File: src/sv/dupr_pkg.sv
package dupr_pkg;

    localparam int MaxRowsDef = 256;
    localparam int MaxColsDef = 8;

    localparam int RegRowWidth = 0;
    localparam logic [3:0] RowWidthReset = 4'd1;

    typedef struct packed {
        logic [63:0] value;
        logic        end_of_matrix;
    } t_in;

    typedef struct packed {
        logic duplicate;
        logic table_full;
    } t_out;

    // Column match: the double difference is zero or NaN.
    // Holds when either side is NaN, when the bits are equal (this covers
    // same-signed infinities), or when both are zeros of any sign.
    function automatic logic col_match(input logic [63:0] a, input logic [63:0] b);
        logic a_nan;
        logic b_nan;
        logic zeros;
        a_nan = (a[62:52] == 11'h7FF) && (a[51:0] != 52'd0);
        b_nan = (b[62:52] == 11'h7FF) && (b[51:0] != 52'd0);
        zeros = (a[62:0] == 63'd0) && (b[62:0] == 63'd0);
        return a_nan || b_nan || zeros || (a == b);
    endfunction

endpackage

File: src/sv/dupr_row_cmp.sv
module dupr_row_cmp import dupr_pkg::*; #(
    parameter int MAX_COLS = MaxColsDef,
    localparam int WW = (MAX_COLS > 1 ? $clog2(MAX_COLS) : 1) + 1
) (
    input  logic [MAX_COLS*64-1:0] i_row_a,
    input  logic [MAX_COLS*64-1:0] i_row_b,
    input  logic [WW-1:0]          i_width,
    output logic                   o_match
);

    logic [MAX_COLS-1:0] col_ok;

    // Check every column in use; columns past the width always pass
    always_comb begin
        for (int c = 0; c < MAX_COLS; c++) begin
            col_ok[c] = (WW'(c) >= i_width) ||
                        col_match(i_row_a[c*64 +: 64], i_row_b[c*64 +: 64]);
        end
    end

    assign o_match = &col_ok;

endmodule

File: config.mk
export PLATFORM = sky130hd
export DESIGN_NAME = dupr_row_cmp
export DESIGN_NICKNAME = d
export VERILOG_FILES = /design/src/sv/dupr_pkg.sv /design/src/sv/dupr_row_cmp.sv
export SDC_FILE = /design/constraint.sdc
export NUM_CORES = 1
export LEC_CHECK = 0
export ABC_AREA = 1
export BUFFER_PORTS_ARGS = -buffer_cell sky130_fd_sc_hd__buf_2
export CORE_AREA = 2 2 399 401
export DETAILED_ROUTE_END_ITERATION = 6
export DIE_AREA = 0 0 401 403
export GPL_TIMING_DRIVEN = 0
export PLACE_DENSITY = 0.32
export SETUP_SLACK_MARGIN = 0.1
export SLEW_MARGIN = 20
export SYNTH_ARGS = -nofsm -noshare
export SYNTH_HDL_FRONTEND = slang
export SYNTH_SLANG_ARGS = --single-unit
File: constraint.sdc
create_clock -name vclk -period 1.3
set_clock_uncertainty 0.05 [all_clocks]
set_input_delay 0.13 -clock vclk [all_inputs]
set_output_delay 0.13 -clock vclk [all_outputs]
set_load 0.02 [all_outputs]
==> Word level (Yosys, flattened, before mapping) <==
Cells that the tools add are included.
{ "totals": {"ff_bits": 0, "input_bits": 1028, "output_inout_bits": 1, "wordCells": 121} }
{ "op_classes": {"order_cmp": 8, "n_eq_ne": 24, "n_reduce_logical": 89} }
{ "op_table": {"columns": ["operator", "count"], "rows": [
  ["$logic_not 63->1", 16],
  ["$reduce_bool 52->1", 16],
  ["$eq 64x64->1", 8],
  ["$eq 11x11->1 const B", 16],
  ["$logic_or 1x1->1", 32],
  ["$logic_and 1x1->1", 24],
  ["$ge 3x4->1 const A", 4],
  ["$ge 1x4->1 const A", 2],
  ["$ge 2x4->1 const A", 2],
  ["$reduce_and 8->1", 1]
]} }

==> Logic depth before layout (Yosys ltp) <==
Gate-level depths: netlist (run 1).
{ "logic_depth": {"word_depth": 7, "mapped_depth": 14, "mapped_depth_nobuf": 14} }

==> Worst setup path before layout (run 1) <==
Ideal clock, no wire load.
{ "synth_timing": {"path_type": "in2out", "startpoint": "in i_row_a[14]", "endpoint": "out o_match", "arrival_time_ps": 1195, "t_required_ps": 1120, "path_slack_ps": -75, "cell_stages": 13, "path_buffers": 0, "path_cell_list": "nor2_1 nand2_1 nor2_1 nand2_1 nor2_1 nand2_1 nor2_1 nor2_1 nand3_1 nand2_1 inv_1 nand2_1 nor2_1"} }
{ "synth_via": {"elab_chain_cells": 7, "word_cells_on_any_way": 10, "classes_between": "1 x eq/ne; 9 x reduce/logical"} }
{ "synth_lines": {"columns": ["element", "line", "source"], "rows": [
  ["from (decl)", "dupr_row_cmp.sv:5", "input logic [MAX_COLS*64-1:0] i_row_a,"],
  ["$reduce_bool 52->1", "dupr_pkg.sv:26", "a_nan = (a[62:52] == 11'h7FF) && (a[51:0] != 52'd0);"],
  ["$logic_and 1x1->1", "dupr_pkg.sv:26", null],
  ["$logic_or 1x1->1 (2 in series)", "dupr_pkg.sv:29", "return a_nan || b_nan || zeros || (a == b);"],
  ["$logic_or 1x1->1 *", "dupr_pkg.sv:29", null],
  ["$logic_or 1x1->1 *", "dupr_row_cmp.sv:16", "col_ok[c] = (WW'(c) >= i_width) ||"],
  ["$reduce_and 8->1 *", "dupr_row_cmp.sv:21", "assign o_match = &col_ok;"],
  ["to (decl)", "dupr_row_cmp.sv:8", "output logic o_match"]
]} }
Mark *: on every way between the ends. The rest lies on a longest branch, timed or not.

==> Worst setup path in the final report (run 1) <==
{ "layout_timing": {"startpoint": "in i_row_a[320]", "endpoint": "out o_match"} }
The elaborated chain is that of the path after synthesis.

==> results of run 1 <==
final cells by class:
| class | instances | area share, % |
|---|---|---|
| Inverter | 570 | 9.71 |
| Tap cell | 2072 | 11.7 |
| Multi-Input combinational cell | 2712 | 54.5 |
| Timing Repair Buffer | 1032 | 23.8 |
| Antenna cell | 26 | 0.295 |
synthesized netlist by cell type, drive strengths merged:
library cell  instances
a21oi                13
inv                 561
or2                   1
nor4                  6
nand3b                5
xor2                202
nor3                 22
o21a                  1
nand2              1236
and3                  2
and2                  3
nor2b                 1
nor2               1103
nand4                23
nand3                92
a21boi                1
o21ai                 1
clkinv                9
worst paths after layout:
check / start / to / slack, ps / cells past startpoint
setup / recovery: i_row_a[320] / o_match / -680 / 14
hold / removal: i_width[2] / o_match / 950 / 9
power by group through the flow:
| stage | logic, mW | registers, mW | clock network, mW |
|---|---|---|---|
| finish | 5.63 | 0 | 0.00000272 |
| global route | 6.34 | 0 | 0.00000114 |
| CTS | 5.65 | 0 | 0 |
| floorplan | 2.28 | 0 | 0 |
| global placement | 5.45 | 0 | 0 |
| detailed placement | 5.49 | 0 | 0 |
layer usage:
| metal | up-vias | wire, um |
|---|---|---|
| li1 | 11600 | - |
| met1 | 9490 | 48500 |
| met2 | 803 | 56700 |
| met3 | 176 | 9710 |
| met4 | 86 | 1240 |
| met5 | - | 514 |
what timing repair did:
item / in CTS / in global routing
cloned: 0 / 0
pin swaps: 41 / 11
resized for setup: 156 / 25
endpoints found under the setup margin: 1 / 1
buffers inserted: 3 / 0
worst min-delay path: stages:
cell and delay (ps):
buf_2 100, nor2_4 50, a21oi_1 110, nand3_1 110, nand2_1 80, inv_1 40, nand2_2 70, nor2_4 30
buf_6 120
kinds of logic (layout without fill, tap and decap cells):
kind of cell    after synthesis  in the layout  synth area share, %
simple gates               2494           2494                 70.7
other cells                   0             26                    0
buf+inv                     570           1602                 15.7
xor+xnor                    202            202                 13.0
compound gates               16             16                0.625
==> out/qor.yml, run 1 <==
crit_fanout: 2
fin_util_pct: 14.0
tightest_slew_ps: 486
start_util_pct: 8.65
run_status: "complete, but fails checks"
place_hpwl_mm: 112
drv_cap: 0
setup_violations: 1
min_period_over_period_pct: 152
multiInputGateArea_mm2: 0.0120
period_minus_slack_ps: 1980
pwr-share-clk_pct: 0
violations: "setup timing"
ctsHoldBuffers: 0
routedWlPerCell_um: 18.2
whs_ps: 949
switching_share_pct: 58.5
drtPass1Iterations: 7
grt_pass1_wl_mm: 155
crit_required_ps: 1120
syn_avg_cell_area_um2: 4.15
pwr-share-comb_pct: 100.0
synth_seq_area_share_pct: 0
crit_arrival_ps: 1800
total_power_mw: 5.63
drt_iter0_drc: 1326
stdcell_count: 6412
crit_path_frequent_cell: "nand2_1"
hold_path.class: "in2out"
timing.setup.tns_ps: -680
start_kind: "input pin"
final_area_mm2: 0.0221
power_switching_mw: 3.29
placed_area_mm2: 0.0214
place_congestion: 0.941
grt_pass1_vias: 20700
power_per_cell_area_mw_per_mm2: 255
synth_cell_type_count: 21
antenna_found_initial: 122
grt_util_met2_pct: 24.5
drive_above_1_share_pct: 26.8
syn-num-nets: 4310
cp-end-kind: "primary output"
viasPerCell: 3.45
die-height_um: 403
path_class: "in2out"
rows: 146
place_ws_ps: -1540
use_met1_pct: 16.6
placed_cells_incl_taps: 6383
maxSlewViolCount: 0
rsz0062_at_grt: "true"
portBuffers: 1029
finalHoldViolCount: 0
overflow: 0
p_leak_nw: 12.7
layout_commonest_cell: "nand2_1"
final_cell_mix: "1,217 x nand2_1, 1,019 x buf_2, 1,014 x nor2_1"
seqPwrFrac_pct: 0
yosys.area.top_type_share_pct: 34.1
die_x_um: 401
grt_usage_pct: 13.6
syn_to_final_growth_pct: 62.1
top_usage_layer: "met2"
vias: 22100
regArea_um2: 0
die-area_mm2: 0.162
fin_ws_ps: -680
nFlopsAndLatches: 0
critPathSlowestCell: "nor2_1"
ios: 1029
cpPeakStageDelay_ps: 280
synth_top_area_cell: "nand2_1"
clkbuf_count: 0
synthTopCellsByArea: "nand2_1 34%, nor2_1 30%, inv_1 15%, xor2_1 13%, nand3_1 3.4%"
ys_warn_count: 0
use_met3_pct: 3.71
antenna_left: 0
fillers: 19000
core_mm2: 0.157
syn_area_mm2: 0.0136
drt-total-wl_mm: 117
drc: 0
clock.fmax_mhz: 505
cp_cell_sequence: "buf_2 > xor2_1 > nor2_1 > nand2_1 > nor2_1 > nand2_1 > nor2_1 > nand2_1 > nand3_1 > nand2_1 > inv_1 > nand2_2 > nor2_4 > buf_6"
ir_drop_mv: 0.109
grt_start_max_net_pins: 6
p_int_mw: 2.34
worst-path-buf-inv: 3
nets: 5344
cpLargestDelayFamily: "simple AND/OR/NAND/NOR gates"
relSlewSlack_pct: 67.5
postSynthCellCount: 3282
(Power assumes the default switching activity.)
==> run 2, diff against run 1 <==
--- a/config.mk
+++ b/config.mk
@@ -7,6 +7,7 @@
 export LEC_CHECK = 0
 export ABC_AREA = 1
 export BUFFER_PORTS_ARGS = -buffer_cell sky130_fd_sc_hd__buf_2
+export CAP_MARGIN = 20
 export CORE_AREA = 2 2 399 401
 export DETAILED_ROUTE_END_ITERATION = 6
 export DIE_AREA = 0 0 401 403
==> constraint.sdc (replaced) <==
create_clock -name vclk -period 1.3
set_clock_uncertainty 0.05 [all_clocks]
set_input_delay 0.13 -clock vclk [all_inputs]
set_output_delay 0.13 -clock vclk [all_outputs]
set_load 0.1 [all_outputs]
==> out/qor.yml, run 2 (synthesized netlist as in run 1, its figures left out) <==
routedWlPerCell_um: 18.2
die-height_um: 403
tightest_slew_ps: 511
layout_commonest_cell: "nand2_1"
antenna_found_initial: 128
nFlopsAndLatches: 0
cp_cell_sequence: "buf_4 > nand3b_1 > nor2_2 > nand2_1 > nor2_1 > nand2_1 > nor2_1 > nor2_1 > nand3_1 > nand2_1 > inv_1 > nand2_2 > nor2_4 > buf_12"
drt_iter0_drc: 1390
violations: "setup timing"
cp_num_cells: 14
rows: 146
maxSlewViolCount: 0
ir_drop_mv: 0.109
hold_path.class: "in2out"
power_switching_mw: 3.29
antenna_left: 0
syn_to_final_growth_pct: 62.1
drc: 0
start_util_pct: 8.65
clkbuf_count: 0
die_x_um: 401
cp-end-kind: "primary output"
critPathSlowestCell: "nand3b_1"
grt_pass1_wl_mm: 155
fin_ws_ps: -781
cpPeakStageDelay_ps: 450
run_status: "complete, but fails checks"
final_area_mm2: 0.0221
drive_above_1_share_pct: 27.1
timing.setup.tns_ps: -781
crit_required_ps: 1120
whs_ps: 990
pwr-share-clk_pct: 0
viasPerCell: 3.46
clock.fmax_mhz: 480
crit_path_start: "i_row_a[254]"
switching_share_pct: 58.6
place_congestion: 0.941
start_kind: "input pin"
grt_pass1_vias: 20700
vias: 22200
setup.worst_path.end: "o_match"
die-area_mm2: 0.162
path_class: "in2out"
pwr-share-comb_pct: 100.0
final_cell_mix: "1,216 x nand2_1, 1,025 x buf_2, 1,005 x nor2_1"
p_int_mw: 2.32
placed_area_mm2: 0.0214
power_per_cell_area_mw_per_mm2: 254
min_period_over_period_pct: 160
cpLargestDelayFamily: "simple AND/OR/NAND/NOR gates"
core_mm2: 0.157
p_leak_nw: 12.6
setup_violations: 1
nets: 5344
drtPass1Iterations: 5
rsz0062_at_grt: "true"
relSlewSlack_pct: 65.8
place_hpwl_mm: 112
worst-path-buf-inv: 3
total_power_mw: 5.62
drv_cap: 0
grt_usage_pct: 13.6
ios: 1029
overflow: 0
drt-total-wl_mm: 117
grt_start_max_net_pins: 6
period_minus_slack_ps: 2080
regArea_um2: 0
crit_fanout: 3
portBuffers: 1029
seqPwrFrac_pct: 0
crit_arrival_ps: 1900
finalHoldViolCount: 0
==> run 2: cell count changes in the layout (fill, tap and decap cells not counted), sizes merged <==
| cell | change |
|---|---|
| diode | -3 |
==> run 2: worst min-delay path by stage <==
stage / cells past startpoint / end / slack (ps) / startpoint
6_report: 9 / o_match / 990 / i_width[2]
5_1_grt: 9 / o_match / 1020 / i_width[2]
4_1_cts: 9 / o_match / 1000 / i_width[2]
3_5_place_dp: 9 / o_match / 1160 / i_width[2]
3_3_place_gp: 9 / o_match / 1150 / i_width[2]
2_1_floorplan: 7 / o_match / 700 / i_width[3]
==> run 2: through the flow <==
| step | util, % | worst slack (ps) | std cells |
|---|---|---|---|
| floorplan | - | -292 | 3282 |
| global placement | 13.6 | -1800 | 6383 |
| detailed placement | 13.6 | -1810 | 6383 |
| CTS | 13.9 | -753 | 6386 |
| global route | 14.0 | -851 | 6397 |
| finish | 14.0 | -781 | 6409 |
==> run 2: power groups by stage <==
stage	clock [mW]	combinational, mW	sequential, mW
floorplan	0	2.28	0
global placement	0	5.45	0
detailed placement	0	5.49	0
CTS	0	5.64	0
global route	0.00000114	6.33	0
finish	0.00000240	5.62	0
==> run 2: final cells by class <==
| class | instances | area, um2 |
|---|---|---|
| Fill cell | 19000 | 135000 |
| Multi-Input combinational cell | 2712 | 12100 |
| Timing Repair Buffer | 1032 | 5220 |
| Tap cell | 2072 | 2590 |
| Inverter | 570 | 2140 |
| Antenna cell | 23 | 57.6 |
==> run 2: what timing repair did <==
item,4_1_cts,5_1_grt
hold endpoints to repair,0,0
setup buffers,3,0
setup endpoints to repair,1,1
hold buffers,0,0
resized for setup,154,29
pin swaps,34,13
==> run 2: layer usage <==
layer / vias up / track usage [%] / share of wire [%]
met5: - / 0 / 0.45
met4: 86 / 1.03 / 1.2
met3: 190 / 3.74 / 8.4
met2: 841 / 24.5 / 49
met1: 9481 / 16.6 / 41
li1: 11600 / - / -
==> run 3, diff against run 2 <==
--- a/config.mk
+++ b/config.mk
@@ -8,11 +8,13 @@
 export ABC_AREA = 1
 export BUFFER_PORTS_ARGS = -buffer_cell sky130_fd_sc_hd__buf_2
 export CAP_MARGIN = 20
-export CORE_AREA = 2 2 399 401
+export CELL_PAD_IN_SITES_DETAIL_PLACEMENT = 2
+export CELL_PAD_IN_SITES_GLOBAL_PLACEMENT = 2
+export CORE_AREA = 2 2 396 398
 export DETAILED_ROUTE_END_ITERATION = 6
-export DIE_AREA = 0 0 401 403
+export DIE_AREA = 0 0 398 400
 export GPL_TIMING_DRIVEN = 0
-export PLACE_DENSITY = 0.32
+export PLACE_DENSITY = 0.56
 export SETUP_SLACK_MARGIN = 0.1
 export SLEW_MARGIN = 20
 export SYNTH_ARGS = -nofsm -noshare
==> out/qor.yml, run 3 (synthesized netlist as in run 1, its figures left out) <==
relSlewSlack_pct: 67.6
clock.fmax_mhz: 480
pwr-share-clk_pct: 0
ios: 1029
antenna_found_initial: 105
start_kind: "input pin"
timing.setup.tns_ps: -784
layout_commonest_cell: "nand2_1"
syn_to_final_growth_pct: 61.7
grt_pass1_vias: 24500
die-area_mm2: 0.159
portBuffers: 1029
cp-end-kind: "primary output"
rsz0062_at_grt: "true"
drc: 0
maxSlewViolCount: 0
drive_above_1_share_pct: 26.5
ctsHoldBuffers: 0
grt_pass1_wl_mm: 167
crit_arrival_ps: 1900
tightest_slew_ps: 482
finalHoldViolCount: 0
regArea_um2: 0
run_status: "complete, but fails checks"
final_cell_mix: "1,215 x nand2_1, 1,027 x nor2_1, 1,020 x buf_2"
total_power_mw: 5.65
die-height_um: 400
switching_share_pct: 58.8
power_switching_mw: 3.32
power_per_cell_area_mw_per_mm2: 256
placed_area_mm2: 0.0214
crit_fanout: 2
pwr-share-comb_pct: 100.0
drt-total-wl_mm: 122
routedWlPerCell_um: 19.0
setup_violations: 1
drt_iter0_drc: 742
min_period_over_period_pct: 160
core_mm2: 0.155
clkbuf_count: 0
antenna_left: 0
path_class: "in2out"
nFlopsAndLatches: 0
whs_ps: 1020
place_congestion: 0.920
fin_ws_ps: -784
final_area_mm2: 0.0220
seqPwrFrac_pct: 0
vias: 23200
die_x_um: 398
grt_usage_pct: 14.4
grt_start_max_net_pins: 6
violations: "setup timing"
p_int_mw: 2.33
start_util_pct: 8.78
viasPerCell: 3.62
nets: 5342
period_minus_slack_ps: 2080
rows: 145
place_ws_ps: -2040
ir_drop_mv: 0.0610
p_leak_nw: 12.7
crit_required_ps: 1120
drv_cap: 0
drtPass1Iterations: 4
overflow: 0
hold_path.class: "in2out"
place_hpwl_mm: 117
-- run 3: repair_timing --
action	4_1_cts	5_1_grt
resized for setup	146	27
pin swaps	28	15
endpoints found under the setup margin	1	1
buffers inserted	1	0
-- run 3: final timing paths --
check                         from       to  slack, ps  depth (start not counted)
worst max-delay path  i_row_b[232]  o_match       -780                         15
worst min-delay path    i_width[2]  o_match       1020                          9
-- run 3: through the flow --
| step | cells | utilization, % |
|---|---|---|
| 3_3_place_gp | 6369 | 13.8 |
| 3_5_place_dp | 6369 | 13.8 |
| 6_report | 6396 | 14.2 |
| 5_1_grt | 6388 | 14.2 |
| 4_1_cts | 6370 | 14.1 |
| 2_1_floorplan | 3282 | - |
-- run 3: final cells by class --
class	instances	area (um2)
multi-input combinational	2712	12000
timing repair buffer	1030	5230
tap	2058	2570
inverter	570	2140
fill	19800	133000
antenna	26	65.1
-- run 3: power groups by stage --
stage	clock [mW]	sequential [mW]	combinational [mW]
after floorplan	0	0	2.28
after global placement	0	0	5.39
after detailed placement	0	0	5.59
after CTS	0	0	5.73
after global routing	0.00000187	0	6.43
final	0.00000272	0	5.65
-- run 3: per-layer routing --
layer	track usage (%)	vias up	wire length, um
met5	0	-	353
met4	1.91	54	1390
met3	3.18	142	7930
met2	26.7	652	61800
met1	17.2	10800	50200
li1	-	11600	-
-- run 3: worst max-delay path, stage by stage --
cell and delay (ps):
buf_2 120, nor2_1 150, nand3_2 260, nor2_4 210, nand2_1 90, nor2_1 110
nand2_1 60, nor2_1 90, nor2_1 60, nand3_2 120, nand2_4 70, inv_2 50
nand2_2 50, nor2_4 120, buf_12 190
